[src/hdl/assert_macros.svh]
// Assertion macros used by the top-level RTL file
`ifndef ASSERT_MACROS_SVH
`define ASSERT_MACROS_SVH
`ifndef SYNTH
// Property must hold at every rising clock edge outside reset
`define FPA_ASSERT(lbl, clk, rst_n, prop, msg) \
  lbl: assert property (@(posedge clk) disable iff (!rst_n) prop) else $error(msg);
// Condition must never be seen outside reset
`define FPA_ASSERT_NEVER(lbl, clk, rst_n, cond, msg) \
  lbl: assert property (@(posedge clk) disable iff (!rst_n) !(cond)) else $error(msg);
`else
`define FPA_ASSERT(lbl, clk, rst_n, prop, msg)
`define FPA_ASSERT_NEVER(lbl, clk, rst_n, cond, msg)
`endif
`endif

[src/hdl/fpa_pkg.sv]
// Shared types, command codes and saturation helper for the Q24.8 ALU
package fpa_pkg;

  typedef enum logic [3:0] {
    CMD_ADD = 4'd0,
    CMD_SUB = 4'd1,
    CMD_MUL = 4'd2,
    CMD_DIV = 4'd3,
    CMD_GT  = 4'd4,
    CMD_LT  = 4'd5,
    CMD_GE  = 4'd6,
    CMD_LE  = 4'd7,
    CMD_EQ  = 4'd8,
    CMD_NE  = 4'd9,
    CMD_INT = 4'd10
  } fpa_cmd_e;

  // What the back end still has to do with a request
  typedef enum logic [1:0] {
    KIND_DONE = 2'd0,
    KIND_MUL  = 2'd1,
    KIND_DIV  = 2'd2
  } fpa_kind_e;

  typedef struct packed {
    logic [31:0] val;
    logic        cmp;
    logic        ovf;
    logic        dz;
  } fpa_result_t;

  typedef struct packed {
    fpa_kind_e   kind;
    logic        neg;
    logic [31:0] mag_a;
    logic [31:0] mag_b;
    fpa_result_t res;
  } fpa_item_t;

  localparam logic [63:0] PosLimit = 64'h0000_0000_7FFF_FFFF;
  localparam logic [63:0] NegLimit = 64'h0000_0000_8000_0000;

  // Sign and magnitude to saturated 32-bit value, overflow in the top bit
  function automatic logic [32:0] fpa_sat(input logic neg, input logic [63:0] mag);
    logic [63:0] lim;
    logic [63:0] m;
    logic [31:0] v;
    logic        o;
    lim = neg ? NegLimit : PosLimit;
    o   = (mag > lim);
    m   = o ? lim : mag;
    v   = neg ? (32'd0 - m[31:0]) : m[31:0];
    return {o, v};
  endfunction

endpackage

[src/hdl/fpa_queue.sv]
// Small register queue between the front and back ends
module fpa_queue import fpa_pkg::*; #(
  parameter int Width = 8,
  parameter int Depth = 2
) (
  input  logic             clk_i,
  input  logic             rst_ni,
  input  logic             push_valid_i,
  output logic             push_ready_o,
  input  logic [Width-1:0] push_data_i,
  output logic             pop_valid_o,
  input  logic             pop_ready_i,
  output logic [Width-1:0] pop_data_o
);
  localparam int AW = (Depth > 1) ? $clog2(Depth) : 1;

  logic [Width-1:0] mem_q [Depth];
  logic [AW-1:0]    wptr_q, rptr_q;
  logic [AW:0]      cnt_q;
  logic             push, pop;

  assign push_ready_o = (cnt_q != (AW+1)'(Depth));
  assign pop_valid_o  = (cnt_q != '0);
  assign pop_data_o   = mem_q[rptr_q];
  assign push = push_valid_i && push_ready_o;
  assign pop  = pop_valid_o && pop_ready_i;

  // Pointers and fill count
  always_ff @(posedge clk_i or negedge rst_ni) begin
    if (!rst_ni) begin
      wptr_q <= '0;
      rptr_q <= '0;
      cnt_q  <= '0;
    end else begin
      if (push) wptr_q <= (wptr_q == AW'(Depth - 1)) ? '0 : wptr_q + 1'b1;
      if (pop)  rptr_q <= (rptr_q == AW'(Depth - 1)) ? '0 : rptr_q + 1'b1;
      if (push && !pop)      cnt_q <= cnt_q + 1'b1;
      else if (pop && !push) cnt_q <= cnt_q - 1'b1;
    end
  end

  // Storage
  always_ff @(posedge clk_i) begin
    if (push) mem_q[wptr_q] <= push_data_i;
  end
endmodule

[config.mk]
export PLATFORM = sky130hd
export DESIGN_NAME = fpa_queue
export DESIGN_NICKNAME = d
export VERILOG_FILES = /design/src/hdl/assert_macros.svh /design/src/hdl/fpa_pkg.sv /design/src/hdl/fpa_queue.sv
export SDC_FILE = /design/constraint.sdc
export NUM_CORES = 1
export LEC_CHECK = 0
export BUFFER_PORTS_ARGS = -buffer_cell sky130_fd_sc_hd__buf_4
export CORE_MARGIN = 4
export CORE_UTILIZATION = 48
export DETAILED_ROUTE_END_ITERATION = 6
export PLACE_DENSITY_LB_ADDON = 0.05
export SLEW_MARGIN = 20
export SYNTH_ARGS = -nofsm -noshare
export SYNTH_HDL_FRONTEND = slang
export SYNTH_SLANG_ARGS = --single-unit
export TNS_END_PERCENT = 100
[constraint.sdc]
create_clock -name clk_i -period 1.6 [get_ports clk_i]
set_input_delay 0.16 -clock clk_i [delete_from_list [all_inputs] [get_ports clk_i]]
set_output_delay 0.16 -clock clk_i [all_outputs]
set_load 0.01 [all_outputs]
Word level (Yosys, flattened, before mapping)
Memory sizes are Yosys's and may differ from the RTL's.
Index checks and enable logic that the tools add are counted.
Widths: inputs -> output; s select.
{"block": "classes", "reduce_logical": 8, "addsub": 4, "n_eq_ne": 1, "n_mux": 6}
{"cell": "$logic_and 1x1->1", "n": 4}
{"cell": "$mux 1", "n": 4}
{"cell": "$mux 2", "n": 2}
{"cell": "$reduce_bool 2->1", "n": 2}
{"cell": "$add 1x1->1 const B", "n": 2}
{"cell": "$add 2x1->2 const B", "n": 1}
{"cell": "$logic_not 1->1", "n": 2}
{"cell": "$ne 2x2->1 const B", "n": 1}
{"cell": "$sub 2x1->2 const B", "n": 1}
{"block": "word_totals", "in_bits": 12, "n_memories": 1, "regBits": 4, "ram_bits": 16}
{"name": "mem_q", "words": 2, "width": 8, "read_ports": 1, "rd_clocked_by_memory_dff": 0, "write_ports": 1, "line_no": "fpa_queue.sv:17", "source": "logic [Width-1:0] mem_q [Depth];"}

Depth between registers and ports, before layout
Gate-level depths: netlist of run 1.
{"block": "depth", "ltp_word": 6, "mapped_depth": 7}

Worst setup path after synthesis of run 1
No wires, ideal clock.
{"block": "synth_path", "kind": "register -> register", "start": "register cnt_q[0]", "end": "memory mem_q[0][0], enable pin", "synth_period_minus_slack_ns": 1.386, "slack_ns": 0.214, "arrival_time_ns": 1.016, "path_stages_with_launch": 4, "setup_time_ns": 0.370, "t_required_ns": 1.230, "cell_sequence": "dfrtp_1 > nand2b_4 > nand2_1 > nor2_1"}
{"block": "synth_via", "elab_chain_len": 4}
{"element": "from (decl)", "line_no": "fpa_queue.sv:19", "source": "logic [AW:0] cnt_q;"}
{"element": "from (signal assigned)", "line_no": "fpa_queue.sv:37", "source": "if (push && !pop) cnt_q <= cnt_q + 1'b1;"}
{"element": "from (signal assigned)", "line_no": "fpa_queue.sv:38", "source": "else if (pop && !push) cnt_q <= cnt_q - 1'b1;"}
{"element": "$ne 2x2->1", "line_no": "fpa_queue.sv:22", "source": "assign push_ready_o = (cnt_q != (AW+1)'(Depth));"}
{"element": "named net push_ready_o", "line_no": "fpa_queue.sv:9", "source": "output logic push_ready_o,"}
{"element": "$logic_and 1x1->1", "line_no": "fpa_queue.sv:25", "source": "assign push = push_valid_i && push_ready_o;"}
{"element": "$mux 1", "line_no": "fpa_queue.sv:44", "source": "if (push) mem_q[wptr_q] <= push_data_i;"}
{"element": "$mux 1 (implied by the code)", "line_no": "fpa_queue.sv:44"}
{"element": "to (decl)", "line_no": "fpa_queue.sv:17"}
The timed path passes the listed nets, and every way through them passes these cells.

Final worst setup path of run 1
{"block": "layout_path", "start": "register rptr_q", "end": "output pop_data_o[4]"}
{"block": "layout_via", "elab_chain_len": 1}
{"element": "from (decl)", "line_no": "fpa_queue.sv:18", "source": "logic [AW-1:0] wptr_q, rptr_q;"}
{"element": "from (signal assigned)", "line_no": "fpa_queue.sv:36", "source": "if (pop) rptr_q <= (rptr_q == AW'(Depth - 1)) ? '0 : rptr_q + 1'b1;"}
{"element": "$mem_v2 2x8"}
{"element": "to (decl)", "line_no": "fpa_queue.sv:13", "source": "output logic [Width-1:0] pop_data_o"}
Every way passes these cells.

==> reports/qor.txt, run 1 <==
io pins: 22
Die H: 48.49 um
number of port buffers: 21
Post-synth EDFFs: 16
RSZ-0062 raised after global routing: no
Yosys reg bits: 20
Net Switching: 0.5236 mW
Final Max Tran Viols: 0
pwr dens: 1718 nW/um^2
leakage: 0.4167 nW
Synth cell types: 14
antenna violations before repair: 0
Crit-path slowest cell: dfrtp_2
Die Wd: 48.49 um
Worst Tran Pin Value: 0.3716 ns
Sink Count: 20
maximum VDD drop: 0.0009388 V
Worst Setup End Kind: primary output
# fillers: 123
logic gate share of total power: 0.383
Synth area leaders: edfxtp_1, dfrtp_1, mux2_2
Routed WL: 1.174 mm
Initial Utilization: 0.5164
CTS Root Buffer Type: clkbuf_4
internal power: 1.216 mW
first-pass GRT wire length: 2.042 mm
post-DP HPWL: 844.6 um
CTS tree: yes
CTS buffer count: 3
Top FF cell, synth: edfxtp_1
Setup CP Type: flip-flop to primary output
DRT iter0 DRCs: 3
Via Count: 414
router iterations before antenna repair: 2
ant diodes: 0
core area: 1524 sq um
worst-case clock buffer depth: 2
fmax: 0.6840 GHz
max incr delay on CP: 0.50 ns
Yosys warning total: 0
Critical Path AT: 1.30 ns
Mean Syn Cell Area: 18.30 sq um
Seq pwr share: 0.482
setup TNS: 0 ns
# DRC: 0
Clock Latency Late Sink: 0.29 ns
vias in the first global route: 438
antenna-violating nets left: 0
share of post-route cells with drive strength above 1: 0.5429
fin crit period: 1.462 ns
synth cell count leaders: edfxtp_1, mux2_2, dfrtp_1
most frequent cell after synthesis: edfxtp_1
global route overflow: 0
largest area contributor in the netlist: edfxtp_1
Mapped Cells: 43
final hold violations: 0
critical-path cell list: mux2_2 > buf_4
GR Util All Layers: 0.1087
RD Place Congestion: 0.6338
Nets: 84
period utilization: 0.9137
final setup fails: 0
Die ar.: 2351 sq um
CP max FO: 9
Worst-path clk slew: 0.11 ns
Hold Path Class: input port to flip-flop
worst hold slack: 0.04715 ns
Via-to-Cell Ratio: 4.814
largest net degree at the start of global routing: 12
clock network power share: 0.135
skew final: 0.001602 ns
Slew HR: 0.7523
Post CTS Setup Buffer Count: 0
post-synth top area share: 0.6105
Sw Ratio: 0.3011
wire length per cell: 13.65 um
max-cap violations: 0
H-tree levels: 1
sequential area share after synthesis: 0.7377
area grow syn2layout: 28.62%
Mapped Area: 787.0 sq um
syn_nets: 56
Worst EP required: 1.44 ns
outcome: complete, no violations
CP Launch Type: flip-flop
row count: 14
Async S/R FF share, synth: 0.2000
## cell type report
type	count	area, sq um	area share
Tap cell	16	20.02	0.01978
Clock buffer	3	22.52	0.02225
Sequential cell	20	581.8	0.5748
Multi-Input combinational cell	21	197.7	0.1953
Timing Repair Buffer	24	182.7	0.1805
Inverter	1	3.754	0.003708
Clock inverter	1	3.754	0.003708
## critical path, delay by kind of cell, from the launching register on
kind / cells / cell delay (ns)
multiplexers: 1 / 0.37
flip-flops: 1 / 0.50
buffers and inverters: 1 / 0.14
## power by group through the flow
stage	combinational [mW]	clock, mW	sequential, mW
floorplan	0.451	0	0.792
global placement	0.669	0	0.844
detailed placement	0.678	0	0.851
CTS	0.680	0.242	0.840
global route	0.726	0.271	0.863
finish	0.666	0.235	0.839
## per-stage QoR
step,util,instance area (sq um),instances,power (mW),setup WS (ns)
2_1_floorplan,-,787.0,43,1.243,0.2142
3_3_place_gp,0.6396,974.7,81,1.513,0.2159
3_5_place_dp,0.6396,974.7,81,1.529,0.1692
4_1_cts,0.6634,1011,86,1.762,0.009928
5_1_grt,0.6642,1012,86,1.859,0.08437
6_report,0.6642,1012,86,1.739,0.1381
## state kept, by name (all words and copies together), names as in the netlist
register and cells:
mem_q 16, rptr_q 1, wptr_q 1, cnt_q 2
## placed cells by master (no fill, tap or decap)
cell | Yosys | layout
buf_4 | 0 | 23
or2_4 | 1 | 1
inv_1 | 1 | 1
clkinv_1 | 0 | 1
clkbuf_4 | 0 | 3
nand2_1 | 1 | 1
nand2_4 | 1 | 1
dfrtp_1 | 4 | 3
dlygate4sd3_1 | 0 | 1
nand2b_4 | 1 | 1
mux2_2 | 8 | 8
dfrtp_2 | 0 | 1
and3_1 | 1 | 1
xnor2_1 | 3 | 3
xor2_1 | 2 | 2
nor2_1 | 2 | 2
edfxtp_1 | 16 | 16
ha_1 | 1 | 1
## cell families after synthesis
| kind of cell | synth area share |
|---|---|
| flip-flops | 0.7377 |
| multiplexers | 0.1145 |
| AND/OR/NAND/NOR | 0.06518 |
| XOR/XNOR | 0.05565 |
| buffers and inverters | 0.01112 |
| adder cells (fa/ha/maj) | 0.01590 |
## repair_timing
action,CTS,global route
endpoints found under the setup margin,0,8
hold buffers,1,0
hold endpoints to repair,4,0
resized for setup,0,1
## worst paths after layout
check,from,endpoint,slack [ns],cells after the start
hold / removal,push_data_i[0],mem_q[0][0]$_DFFE_PP_,0.05,1
hold reg to reg,wptr_q$_DFFE_PN0N_,wptr_q$_DFFE_PN0N_,0.50,1
max in group asynchronous,rst_ni,rptr_q$_DFFE_PN0P_,1.28,2
setup / recovery,rptr_q$_DFFE_PN0P_,pop_data_o[4],0.14,2
setup reg to reg,cnt_q[0]$_DFFE_PN0P_,cnt_q[1]$_DFFE_PN0P_,0.18,6
min in group asynchronous,rst_ni,cnt_q[1]$_DFFE_PN0P_,0.21,2
## per-layer routing
layer	routed length, um	up-vias	global-route usage
li1	-	208	-
met3	81	0	0.04294
met1	510	194	0.1336
met2	582	12	0.1783
met4	0	0	0.02691
met5	0	-	0
Power figures use the tool's default switching activity.
==> inputs of run 2 (changes only) <==
--- a/config.mk
+++ b/config.mk
@@ -9,7 +9,7 @@
 export CORE_MARGIN = 4
 export CORE_UTILIZATION = 48
 export DETAILED_ROUTE_END_ITERATION = 6
-export PLACE_DENSITY_LB_ADDON = 0.05
+export PLACE_DENSITY = 0.74
 export SLEW_MARGIN = 20
 export SYNTH_ARGS = -nofsm -noshare
 export SYNTH_HDL_FRONTEND = slang
==> run 2 against run 1 <==
- via count increased by 4.3%
- fmax decreased by 1.3%
- register-to-register slack got worse by 0.06 ns
- design area decreased by 0.74%
- routed wire length increased by 5.8%
- critical path type is now flip-flop to flip-flop
- largest cell class unchanged
- highest routed layer is now met4
==> reports/qor.txt, run 2 (synthesized netlist as in run 1, its figures left out) <==
fin crit period: 1.481 ns (+0.01939 ns)
period utilization: 0.9258 (+0.01212)
CTS tree: yes
worst-case clock buffer depth: 2 (unchanged)
largest register by flop count: mem_q
vias in the first global route: 449 (+2.5%)
setup TNS: 0 ns (unchanged)
# DRC: 0 (unchanged)
Nets: 83 (-1.2%)
skew final: 0.0007167 ns (-0.0008852 ns)
internal power: 1.206 mW (-0.77%)
Seq pwr share: 0.482 (about the same)
share of post-route cells with drive strength above 1: 0.5362 (-0.006625)
Setup CP Type: flip-flop to flip-flop
Post CTS Setup Buffer Count: 0 (unchanged)
RD Place Congestion: 0.6833 (+7.8%)
Routed WL: 1.242 mm (+5.8%)
GR Util All Layers: 0.1187 (+0.009939)
Hold Path Class: input port to flip-flop
Worst Setup End Kind: flip-flop
number of port buffers: 21 (unchanged)
max FFs per register: 16 (unchanged)
ant diodes: 0 (unchanged)
final setup fails: 0 (unchanged)
Die ar.: 2351 sq um (unchanged)
global route overflow: 0 (unchanged)
Sw Ratio: 0.3072 (+0.006150)
commonest non-fill, non-tap cell in the layout: buf_4
DRT iter0 DRCs: 3 (unchanged)
Via Count: 432 (+4.3%)
RSZ-0062 raised after global routing: no
antenna violations before repair: 0 (unchanged)
# fillers: 114 (-7.3%)
Final Max Tran Viols: 0 (unchanged)
largest net degree at the start of global routing: 12 (unchanged)
core area: 1524 sq um (unchanged)
Worst-path clk slew: 0.10 ns (about the same)
router iterations before antenna repair: 3 (+1)
CTS Root Buffer Type: clkbuf_4
leakage: 0.4115 nW (-1.3%)
Worst Tran Pin Value: 0.3936 ns (+0.02201 ns)
Net Switching: 0.5350 mW (+2.2%)
H-tree levels: 1 (unchanged)
biggest regs: mem_q: 16 flops, cnt_q: 2 flops
maximum VDD drop: 0.001122 V (+20%)
dpl cell area: 967.2 sq um (-0.77%)
logic gate share of total power: 0.385 (+0.002)
CTS buffer count: 3 (unchanged)
Clock Latency Late Sink: 0.29 ns (about the same)
Sink Count: 20 (unchanged)
antenna-violating nets left: 0 (unchanged)
Critical Path AT: 1.71 ns (+0.41 ns)
Die H: 48.49 um (unchanged)
area grow syn2layout: 27.66%
wire length per cell: 14.61 um (+7.0%)
final hold violations: 0 (unchanged)
first-pass GRT wire length: 2.076 mm (+1.7%)
Die Wd: 48.49 um (unchanged)
outcome: complete, no violations
Worst EP required: 1.83 ns (+0.39 ns)
CP max FO: 4 (-5)
max-cap violations: 0 (unchanged)
Via-to-Cell Ratio: 5.082 (+5.6%)
design area: 1005 sq um (-0.74%)
fmax: 0.6751 GHz (-1.3%)
clock network power share: 0.133 (-0.002)
pwr dens: 1733 nW/um^2 (+0.86%)
io pins: 22 (unchanged)
CP Launch Type: flip-flop
most frequent cells in the layout: buf_4, edfxtp_1, mux2_2
Slew HR: 0.7376 (-0.01467)
Initial Utilization: 0.5164 (unchanged)
row count: 14 (unchanged)
-- run 2: worst paths after layout --
check / startpoint / end / slack [ns] / cells after the start
setup / recovery: cnt_q[0]$_DFFE_PN0P_ / cnt_q[1]$_DFFE_PN0P_ / 0.12 / 6
hold / removal: push_data_i[7] / mem_q[1][7]$_DFFE_PP_ / 0.04 / 1
setup reg to reg: cnt_q[0]$_DFFE_PN0P_ / cnt_q[1]$_DFFE_PN0P_ / 0.12 / 6
hold reg to reg: wptr_q$_DFFE_PN0N_ / wptr_q$_DFFE_PN0N_ / 0.50 / 1
max in group asynchronous: rst_ni / rptr_q$_DFFE_PN0P_ / 1.30 / 2
min in group asynchronous: rst_ni / cnt_q[0]$_DFFE_PN0P_ / 0.19 / 2
-- run 2: cell type report --
cell class | instances | area [sq um] | area share
sequential | 20 | 581.8 | 0.5791
multi-input combinational | 21 | 197.7 | 0.1968
timing repair buffer | 23 | 175.2 | 0.1743
clock buffer | 3 | 22.52 | 0.02242
tap | 16 | 20.02 | 0.01993
clock inverter | 1 | 3.754 | 0.003736
inverter | 1 | 3.754 | 0.003736
-- run 2: critical path, stage by stage (launching register included) --
cell	delay (ns)
dfrtp_1	0.44
nand2b_4	0.17
nand2_1	0.12
inv_1	0.06
ha_1	0.31
nor2_1	0.17
xor2_1	0.16
-- run 2: power groups by stage --
stage / clock, mW / combinational (mW) / sequential [mW]
4_1_cts: 0.240 / 0.685 / 0.839
3_5_place_dp: 0 / 0.677 / 0.850
2_1_floorplan: 0 / 0.451 / 0.792
6_report: 0.232 / 0.670 / 0.840
5_1_grt: 0.266 / 0.731 / 0.861
3_3_place_gp: 0 / 0.657 / 0.847
-- run 2: stage by stage --
| stage | setup WS, ns | hold WS (ns) | instances | power [mW] | util |
|---|---|---|---|---|---|
| floorplan | 0.2142 | -0.1356 | 43 | 1.243 | - |
| finish | 0.1187 | 0.04254 | 85 | 1.741 | 0.6593 |
| detailed placement | 0.1484 | -0.03949 | 80 | 1.527 | 0.6346 |
| global placement | 0.1782 | -0.03994 | 80 | 1.504 | 0.6346 |
| global route | 0.009779 | 0.02001 | 85 | 1.858 | 0.6593 |
| CTS | 0.009158 | 0.03446 | 85 | 1.764 | 0.6585 |
-- run 2: metal layers --
metal | global-route usage | routed length (um) | vias up | part of all wire
met3 | 0.03067 | 66 | 3 | 0.053
met2 | 0.1826 | 687 | 13 | 0.55
met4 | 0.06726 | 22 | 0 | 0.018
li1 | - | - | 205 | -
met5 | 0 | 0 | - | 0
met1 | 0.1507 | 466 | 211 | 0.38
-- run 2: repair_timing --
action	4_1_cts	5_1_grt
gates resized for setup	0	1
endpoints found under the setup margin	0	8
hold buffers	1	0
hold endpoints to repair	4	0
