## config.mk

```make
export PLATFORM = sky130hd
export DESIGN_NAME = fpa_front
export DESIGN_NICKNAME = d
export VERILOG_FILES = /design/src/hdl/assert_macros.svh /design/src/hdl/fpa_pkg.sv /design/src/hdl/fpa_front.sv
export SDC_FILE = /design/constraint.sdc
export NUM_CORES = 1
export LEC_CHECK = 0
export BUFFER_PORTS_ARGS = -buffer_cell sky130_fd_sc_hd__buf_2
export CORE_MARGIN = 2
export CORE_UTILIZATION = 45
export CTS_BUF_LIST = sky130_fd_sc_hd__clkbuf_4
export DETAILED_ROUTE_END_ITERATION = 8
export GPL_TIMING_DRIVEN = 0
export PLACE_DENSITY = 0.66
export SLEW_MARGIN = 20
export SYNTH_ARGS = -nofsm -noshare
export SYNTH_HDL_FRONTEND = slang
export SYNTH_SLANG_ARGS = --single-unit
```

## constraint.sdc

```tcl
create_clock -name clk_i -period 4.9 [get_ports clk_i]
set_input_delay 0.49 -clock clk_i [delete_from_list [all_inputs] [get_ports clk_i]]
set_output_delay 0.49 -clock clk_i [all_outputs]
set_load 0.01 [all_outputs]
```

## src/hdl/assert_macros.svh

```systemverilog
// Assertion macros used by the top-level RTL file
`ifndef ASSERT_MACROS_SVH
`define ASSERT_MACROS_SVH
`ifndef SYNTH
// Property must hold at every rising clock edge outside reset
`define FPA_ASSERT(lbl, clk, rst_n, prop, msg) \
  lbl: assert property (@(posedge clk) disable iff (!rst_n) prop) else $error(msg);
// Condition must never be seen outside reset
`define FPA_ASSERT_NEVER(lbl, clk, rst_n, cond, msg) \
  lbl: assert property (@(posedge clk) disable iff (!rst_n) !(cond)) else $error(msg);
`else
`define FPA_ASSERT(lbl, clk, rst_n, prop, msg)
`define FPA_ASSERT_NEVER(lbl, clk, rst_n, cond, msg)
`endif
`endif

```

## src/hdl/fpa_pkg.sv

```systemverilog
// Shared types, command codes and saturation helper for the Q24.8 ALU
package fpa_pkg;

  typedef enum logic [3:0] {
    CMD_ADD = 4'd0,
    CMD_SUB = 4'd1,
    CMD_MUL = 4'd2,
    CMD_DIV = 4'd3,
    CMD_GT  = 4'd4,
    CMD_LT  = 4'd5,
    CMD_GE  = 4'd6,
    CMD_LE  = 4'd7,
    CMD_EQ  = 4'd8,
    CMD_NE  = 4'd9,
    CMD_INT = 4'd10
  } fpa_cmd_e;

  // What the back end still has to do with a request
  typedef enum logic [1:0] {
    KIND_DONE = 2'd0,
    KIND_MUL  = 2'd1,
    KIND_DIV  = 2'd2
  } fpa_kind_e;

  typedef struct packed {
    logic [31:0] val;
    logic        cmp;
    logic        ovf;
    logic        dz;
  } fpa_result_t;

  typedef struct packed {
    fpa_kind_e   kind;
    logic        neg;
    logic [31:0] mag_a;
    logic [31:0] mag_b;
    fpa_result_t res;
  } fpa_item_t;

  localparam logic [63:0] PosLimit = 64'h0000_0000_7FFF_FFFF;
  localparam logic [63:0] NegLimit = 64'h0000_0000_8000_0000;

  // Sign and magnitude to saturated 32-bit value, overflow in the top bit
  function automatic logic [32:0] fpa_sat(input logic neg, input logic [63:0] mag);
    logic [63:0] lim;
    logic [63:0] m;
    logic [31:0] v;
    logic        o;
    lim = neg ? NegLimit : PosLimit;
    o   = (mag > lim);
    m   = o ? lim : mag;
    v   = neg ? (32'd0 - m[31:0]) : m[31:0];
    return {o, v};
  endfunction

endpackage

```

## src/hdl/fpa_front.sv

```systemverilog
// Front end: accepts requests, finishes every command except multiply and nonzero divide, classifies the rest
module fpa_front import fpa_pkg::*; #(
  parameter int FRAC_BITS = 8
) (
  input  logic        clk_i,
  input  logic        rst_ni,
  input  logic        in_valid_i,
  output logic        in_ready_o,
  input  logic [3:0]  cmd_i,
  input  logic [31:0] operand_a_i,
  input  logic [31:0] operand_b_i,
  output logic        item_valid_o,
  input  logic        item_ready_i,
  output fpa_item_t   item_o
);
  logic        v_q;
  fpa_item_t   item_q, item_d;
  logic [31:0] mag_a, mag_b, ip_mag;
  logic [32:0] sum, dif, isat;
  logic        lt, eq;

  assign in_ready_o   = !v_q || item_ready_i;
  assign item_valid_o = v_q;
  assign item_o       = item_q;

  // Operand preparation
  always_comb begin
    mag_a  = operand_a_i[31] ? (32'd0 - operand_a_i) : operand_a_i;
    mag_b  = operand_b_i[31] ? (32'd0 - operand_b_i) : operand_b_i;
    sum    = {operand_a_i[31], operand_a_i} + {operand_b_i[31], operand_b_i};
    dif    = {operand_a_i[31], operand_a_i} - {operand_b_i[31], operand_b_i};
    lt     = ($signed(operand_a_i) < $signed(operand_b_i));
    eq     = (operand_a_i == operand_b_i);
    ip_mag = mag_a >> FRAC_BITS;
    isat   = fpa_sat(operand_a_i[31], {32'd0, ip_mag});
  end

  // Classification
  always_comb begin
    item_d       = '0;
    item_d.kind  = KIND_DONE;
    item_d.mag_a = mag_a;
    item_d.mag_b = mag_b;
    item_d.neg   = operand_a_i[31] ^ operand_b_i[31];
    unique case (fpa_cmd_e'(cmd_i))
      CMD_ADD: begin
        item_d.res.ovf = sum[32] ^ sum[31];
        item_d.res.val = item_d.res.ovf ? (sum[32] ? 32'h8000_0000 : 32'h7FFF_FFFF)
                                        : sum[31:0];
      end
      CMD_SUB: begin
        item_d.res.ovf = dif[32] ^ dif[31];
        item_d.res.val = item_d.res.ovf ? (dif[32] ? 32'h8000_0000 : 32'h7FFF_FFFF)
                                        : dif[31:0];
      end
      CMD_MUL: item_d.kind = KIND_MUL;
      CMD_DIV: begin
        if (operand_b_i == '0) item_d.res.dz = 1'b1;
        else                   item_d.kind   = KIND_DIV;
      end
      CMD_GT:  item_d.res.cmp = !lt && !eq;
      CMD_LT:  item_d.res.cmp = lt;
      CMD_GE:  item_d.res.cmp = !lt;
      CMD_LE:  item_d.res.cmp = lt || eq;
      CMD_EQ:  item_d.res.cmp = eq;
      CMD_NE:  item_d.res.cmp = !eq;
      CMD_INT: begin
        item_d.res.val = isat[31:0];
        item_d.res.ovf = isat[32];
      end
      default: ;
    endcase
  end

  always_ff @(posedge clk_i or negedge rst_ni) begin
    if (!rst_ni) v_q <= 1'b0;
    else if (in_ready_o) v_q <= in_valid_i;
  end

  always_ff @(posedge clk_i) begin
    if (in_valid_i && in_ready_o) item_q <= item_d;
  end
endmodule

```

# After elaboration in Yosys (flattened, before gate mapping)

Cells that the tools add are included.
W data, S select, Z words.

$add $sub $neg: 5
Order comparisons: 2
Equal/unequal tests: 11
Mux-type cells: 15
Bitwise gates (word level): 3
Reduce and logical (&&, ||, !) cells: 9

Operators with widths:

| cell                    | count |
|---|---|
| $mux W32                | 8 |
| $pmux W32 S3            | 1 |
| $sub A1 B32 Y32 const A | 3 |
| $add A32 B32 Y33        | 1 |
| $sub A32 B32 Y33        | 1 |
| $eq A32 B32 Y1          | 1 |
| $gt A24 B32 Y1          | 1 |
| $logic_not A32 Y1       | 1 |
| $lt A32 B32 Y1          | 1 |
| $mux W31                | 1 |
| $eq A4 B3 Y1 const B    | 4 |
| $eq A4 B4 Y1 const B    | 3 |
| $eq A4 B2 Y1 const B    | 2 |
| $pmux W1 S6             | 1 |
| $eq A4 B1 Y1 const B    | 1 |
| $logic_not A4 Y1        | 1 |
| $pmux W2 S2             | 1 |
| $logic_not A1 Y1        | 3 |
| $pmux W1 S3             | 1 |
| $xor A1 B1 Y1           | 3 |
| $logic_and A1 B1 Y1     | 2 |
| $logic_or A1 B1 Y1      | 2 |
| $mux W2                 | 1 |
| $mux W1                 | 1 |

Register bits: 103
Input port bits: 72
Output and inout bits: 104
Logic and storage cells: 55

# Depth between registers and ports, before layout

Gate-level depths: netlist of run 1.

Depth in word-level cells: 7
Depth in mapped cells: 14
Gate-level depth less buffers: 13

# Worst setup path before layout of run 1

No wires, ideal clock.

Kind: in2reg
Start: input operand_a_i[31]
End: register item_q (netlist bit item_o[21]) (data pin)
Setup time: 0.272 ns
Arrival time: 3.506 ns
Setup slack: 1.123 ns
Stages: 13
Cell sequence: clkbuf_1 clkbuf_1 clkbuf_1 clkbuf_1 clkbuf_1 o31ai_1 xor2_1 ha_1 nand3_1 nor4_1 mux2i_1 mux2i_1 o2111ai_1

RTL lines:

| what                   | line            | RTL |
|---|---|---|
| start: declaration     | fpa_front.sv:10 | `input logic [31:0] operand_a_i,` |
| end signal: assignment | fpa_front.sv:81 | `if (in_valid_i && in_ready_o) item_q <= item_d;` |
| end: declaration       | fpa_front.sv:17 | `fpa_item_t item_q, item_d;` |

==> impl_metrics.toml, run 1 <==
[run_status]
status = "complete, no violations"

[hold_path]
hp-class = "in -> reg"

[yosys]
synth_edf_count = 102
synthFlopType = "edfxtp_1"
seq_area_frac_synth_pct = 31.0
syn_inst = 1161
synth_cell_types = 76
syn-num-nets = 1303
synthTopCellsByArea = "edfxtp_1 31%, xnor2_1 9.9%, ha_1 8.6%, o21ai_0 5.1%, a21oi_1 4.3%"
synth_warnings = 0
syn_area_per_cell_um2 = 8.57
yosys.area.top_type_share_pct = 30.8
synth_seq_cells = 103
synth_async_sr_flop_share_pct = 0.971
yosysTopAreaCell = "edfxtp_1"
syn-cell-area_um2 = 9950

[cts]
clkTransAtPathRegs_ps = 200
cts_tree = "yes"
postCtsSetupBuffers = 0
clock_path_buffers = 2
ctsHtreeMaxLevel = 3
cts_num_sinks = 103
cts-root-buf = "clkbuf_4"
numCtsBuffers = 9
clock_latency_ps = 530

[setup_path]
required_ps = 5180
critical_path.startpoint = "operand_a_i[5]"
cp_slowest_cell = "a2111oi_0"
cp.arrival_ps = 4910
r2r-start = "item_valid_o"
crit_path_start_kind = "input pin"
crit_path_end = "item_o[26]"
path_cells = "buf_2, ha_1, clkbuf_1, inv_1, a2111oi_0, a21oi_1, a2111oi_0, nor3_1, nor2_1, a21oi_1, clkbuf_1, o21ai_0, o211ai_1"
path_depth = 13
slowest_delay_ps = 790
path_buf_inv = 4
cp-end-kind = "flop"
critical_path.max_fanout = 10
r2r-end = "item_o[65]"
reg2regPathDepth = 3
rrSetupSlack_ps = 3030
critPathTopFamily = "compound AO/OA/AOI/OAI gates"
criticalPathCategory = "in -> reg"

[global_routing]
first_global_vias = 9135
antenna_found_initial = 1
grt_max_degree = 53
track_usage_pct = 28.2
grt_pass1_wl_mm = 51.4
grt_overflow = 0

[floorplanning]
core_area_um2 = 21800
rows = 54
start_util_pct = 45.7
ios = 176
die_h_um = 153
die_area_um2 = 23300
chipWidth_um = 153

[placement]
io_buffers = 175
dp_slack_ps = -369
hpwlAfterDp_mm = 27.4
gp_congestion = 0.974
dpl-instance-area_um2 = 11200

[drt]
route.met3.wl_mm = 2.78
drtAntennaViolNets = 0
viasPerCell = 5.98
drc = 0
wl_per_cell_um = 20.7
dr.pass1.iters = 6
drt_iter0_drc = 911
num_vias = 9765
highest_layer = "met4"
drt_wl_total_mm = 33.8
wl_met1_mm = 15.5
wl_met2_mm = 14.5

[finish]
drive_gt1_share_pct = 15.8
final_area_um2 = 11400
area_growth_pct = 14.4
fillCellCount = 2119
nets = 1490

[timing]
hold_viol_final = 0
timing.final.ws_setup_ps = 268
worst_slew_pin_slew_ps = 974
fin_crit_ps = 4630
fin_setup_tns_ps = 0
relSlewSlack_pct = 34.2
setup_viol = 0
slew_violations = 0
fmax_ghz = 0.216
holdWs_ps = 174
rsz0062_at_grt = "false"
period_share_pct = 94.5
finalClockSkew_ps = 27.7

[power]
p_leak_nw = 4.42
p_per_area_nw_per_um2 = 230
vdd_drop_max_mv = 0.111

[flow_run]
maxCapViolCount = 0
-- through the flow --
step | util (%) | power, W | instances
final | 52.3 | 0.00262 | 1634
after global placement | 51.4 | 0.00213 | 1616
after global routing | 52.3 | 0.00276 | 1634
after floorplan | - | 0.00177 | 1161
after detailed placement | 51.5 | 0.00213 | 1617
after CTS | 52.2 | 0.00261 | 1634
-- flip-flops by register name, summed over array words and instances, names as in the netlist --
name	cells
item_o	102
item_valid_o	1
-- Yosys cell counts, types with 28 or more instances --
cell	instances
nor3_1	29
nand2_1	68
nor2_1	68
edfxtp_1	102
inv_1	79
o21ai_0	102
ha_1	68
nand3_1	28
xnor2_1	113
o31ai_1	39
clkbuf_1	54
a21oi_1	86
-- placed cells by master (no fill, tap or decap), types with 11 or more instances in the layout --
cell / n
nand3_1: 28
inv_1: 79
nor2b_1: 19
nand2b_1: 21
a211oi_1: 11
a21oi_1: 86
buf_2: 176
a21o_1: 11
edfxtp_1: 102
nand4_1: 15
o211ai_1: 24
ha_1: 68
o21bai_1: 15
nand2_1: 68
or3_1: 13
o41ai_1: 12
nor3_1: 29
o31ai_1: 39
xor2_1: 20
nor2_1: 68
xnor2_1: 113
clkbuf_1: 53
o21ai_0: 102
nor4_1: 20
-- worst register-to-register path: stages, from the launching register on --
cell and delay (ps):
dfrtp_1 420, nand2b_1 120, and2_4 640, buf_16 340
-- layout make-up --
| class | instances | area (um^2) | share of cell area, % |
|---|---|---|---|
| inverters | 81 | 304 | 2.67 |
| multi-input cells | 917 | 6360 | 55.9 |
| repair buffers | 177 | 913 | 8.03 |
| clock inverters | 7 | 75.1 | 0.660 |
| diodes | 1 | 2.50 | 0.0220 |
| well taps | 280 | 350 | 3.08 |
| plain buffers | 59 | 223 | 1.96 |
| flip-flops and latches | 103 | 3090 | 27.1 |
| clock buffers | 9 | 67.6 | 0.594 |
-- report_power, final --
part	leakage (nW)	total (W)	switching (W)	internal [W]
clock	0.0735	0.000475	0.000355	0.000120
combinational	3.35	0.00107	0.000699	0.000375
sequential	0.999	0.00107	0.0000144	0.00105
total	4.42	0.00262	0.00107	0.00155
-- how the worst min path moves through the flow --
stage,from,endpoint,depth (start not counted)
5_1_grt,in_valid_i,item_valid_o,2
3_5_place_dp,rst_ni,item_valid_o,1
4_1_cts,in_valid_i,item_valid_o,2
2_1_floorplan,rst_ni,item_valid_o,0
3_3_place_gp,rst_ni,item_valid_o,1
6_report,in_valid_i,item_valid_o,2
-- routing by layer --
layer / up-vias / GRT usage (%)
li1: 4681 / -
met5: - / 0
met2: 442 / 42.2
met4: 0 / 10.2
met3: 65 / 4.32
met1: 4577 / 41.3
-- repair_timing --
action                                 4_1_cts  5_1_grt
endpoints found under the hold margin        1        0
hold buffers                                 1        0
setup endpoints to repair                    0       18
resized for setup                            0        3
-- cell families (layout without fill, tap and decap cells) --
family	after synthesis	in the layout	synth area share, %
multiplexers	8	8	0.805
adder cells (fa/ha/maj)	70	70	8.96
buffers and inverters	141	333	5.33
XOR/XNOR	134	134	11.9
AND/OR/NAND/NOR	330	330	17.5
AO/OA/AOI/OAI	375	375	24.4
other	0	1	0
flip-flops	103	103	31.0
Power figures use the tool's default switching activity.
==> inputs of run 2 (changes only) <==
--- a/config.mk
+++ b/config.mk
@@ -7,12 +7,10 @@
 export LEC_CHECK = 0
 export BUFFER_PORTS_ARGS = -buffer_cell sky130_fd_sc_hd__buf_2
 export CORE_MARGIN = 2
-export CORE_UTILIZATION = 45
+export CORE_UTILIZATION = 30
 export CTS_BUF_LIST = sky130_fd_sc_hd__clkbuf_4
 export DETAILED_ROUTE_END_ITERATION = 8
 export GPL_TIMING_DRIVEN = 0
-export PLACE_DENSITY = 0.66
-export SLEW_MARGIN = 20
 export SYNTH_ARGS = -nofsm -noshare
 export SYNTH_HDL_FRONTEND = slang
 export SYNTH_SLANG_ARGS = --single-unit
==> impl_metrics.toml, run 2 (synthesized netlist as in run 1, its figures left out) <==
[cts]
clock_latency_ps = 550
ctsHtreeMaxLevel = 3
clkTransAtPathRegs_ps = 190
clock_path_buffers = 2
cts_tree = "yes"
numCtsBuffers = 9
cts_num_sinks = 103
cts-root-buf = "clkbuf_4"

[timing]
period_share_pct = 96.0
fin_crit_ps = 4700
slew_violations = 0
relSlewSlack_pct = 16.2
fmax_ghz = 0.213
finalClockSkew_ps = 27.6
setup_viol = 0
hold_viol_final = 0
rsz0062_at_grt = "true"
holdWs_ps = 128
worst_slew_pin_slew_ps = 1240
timing.final.ws_setup_ps = 198

[floorplanning]
rows = 66
ios = 176
die_h_um = 186
core_area_um2 = 32600
die_area_um2 = 34600
chipWidth_um = 186
start_util_pct = 30.5

[drt]
drtAntennaViolNets = 0
drt_wl_total_mm = 37.3
dr.pass1.iters = 5
wl_met2_mm = 16.9
num_vias = 9818
highest_layer = "met4"
wl_per_cell_um = 20.6
viasPerCell = 5.44
route.met3.wl_mm = 2.35
drt_iter0_drc = 929
wl_met1_mm = 17.2
drc = 0

[placement]
io_buffers = 175
hpwlAfterDp_mm = 30.7
dp_slack_ps = -554
gp_congestion = 0.941
dp.cells = 1779

[power]
p_leak_nw = 4.45
power_w = 0.00267
vdd_drop_max_mv = 0.0950
p_per_area_nw_per_um2 = 230

[setup_path]
rrSetupSlack_ps = 3090
required_ps = 5180
r2r-end = "item_o[28]"
reg2regPathDepth = 3
r2r-start = "item_valid_o"
crit_path_start_kind = "input pin"
cp-end-kind = "flop"
cp.arrival_ps = 4980
critical_path.max_fanout = 10
criticalPathCategory = "in -> reg"

[hold_path]
holdPathEnd = "item_valid_o"
hold_start = "in_valid_i"
hp-class = "in -> reg"
hold_depth = 2

[finish]
final_cell_mix = "176 x buf_2, 113 x xnor2_1, 102 x o21ai_0, 102 x edfxtp_1, 86 x a21oi_1"
fillCellCount = 3446
layout_commonest_cell = "buf_2"
largest_register_ffs = 102
finalCoreUtilization_pct = 35.7
area_growth_pct = 16.9
layout.cells.non_filler = 1804
nets = 1494
drive_gt1_share_pct = 15.9

[global_routing]
grt_overflow = 0
track_usage_pct = 21.2
first_global_vias = 9191
grt_pass1_wl_mm = 55.2
antenna_found_initial = 3
grt_max_degree = 66

[flow_run]
maxCapViolCount = 0

[run_status]
status = "complete, no violations"
[run 2: changes by cell type in the layout (fill, tap and decap cells not counted)]
| cell | change |
|---|---|
| diode_2 | +4 |
| buf_4 | +3 |
| inv_6 | -3 |
| clkbuf_1 | +1 |
| clkinv_4 | +1 |
| clkinv_8 | +1 |
| clkinvlp_4 | -1 |
| inv_12 | +1 |
| inv_8 | +1 |
| nor4bb_1 | +1 |
| nor4bb_2 | -1 |
[run 2: per-layer routing]
| metal | GRT usage, % | up-vias |
|---|---|---|
| li1 | - | 4692 |
| met1 | 30.0 | 4696 |
| met2 | 34.0 | 378 |
| met3 | 2.84 | 52 |
| met4 | 5.45 | 0 |
| met5 | 0 | - |
[run 2: metrics by stage]
step	cell area [um^2]	TNS, ps
3_3_place_gp	11400	-10940
3_5_place_dp	11400	-11770
2_1_floorplan	9950	0
6_report	11600	0
5_1_grt	11600	-47.2
4_1_cts	11600	0
[run 2: worst max-delay path, cell delays in order]
cell and delay (ps):
buf_2 230, clkbuf_1 440, clkbuf_1 430, clkbuf_1 400, clkbuf_1 440, clkbuf_1 410, o31ai_1 150, xor2_1 210
ha_1 240, nand3_1 220, nor4_2 550, mux2i_1 300, mux2i_1 240, o2111ai_1 220
[run 2: power by group]
part / leakage [nW] / switching (W) / internal [W]
Clock: 0.0841 / 0.000381 / 0.000130
Combinational: 3.37 / 0.000720 / 0.000376
Sequential: 0.999 / 0.0000151 / 0.00105
[run 2: worst max-delay path by stage]
| stage | from | to | slack, ps |
|---|---|---|---|
| 3_3_place_gp | operand_a_i[31] | item_o[21] | -530 |
| 5_1_grt | operand_a_i[31] | item_o[21] | -50 |
| 6_report | operand_a_i[31] | item_o[21] | 200 |
| 3_5_place_dp | operand_b_i[9] | item_o[16] | -550 |
| 4_1_cts | operand_b_i[9] | item_o[16] | 50 |
| 2_1_floorplan | operand_a_i[31] | item_o[21] | 1120 |
[run 2: timing repair]
item	CTS	global route
endpoints found under the setup margin	0	25
resized for setup	0	3
hold buffers	1	0
setup buffers	0	3
hold endpoints to repair	1	0
[run 2: final cells by class]
type                       instances  area (um^2)  share of cell area (%)
timing repair buffer             180          936                    8.05
buffer                            60          226                    1.95
multi-input combinational        917         6350                    54.6
inverter                          81          304                    2.61
clock buffer                       9         67.6                   0.581
tap                              442          553                    4.75
clock inverter                     7         93.8                   0.807
sequential                       103         3090                    26.5
antenna                            5         12.5                   0.108
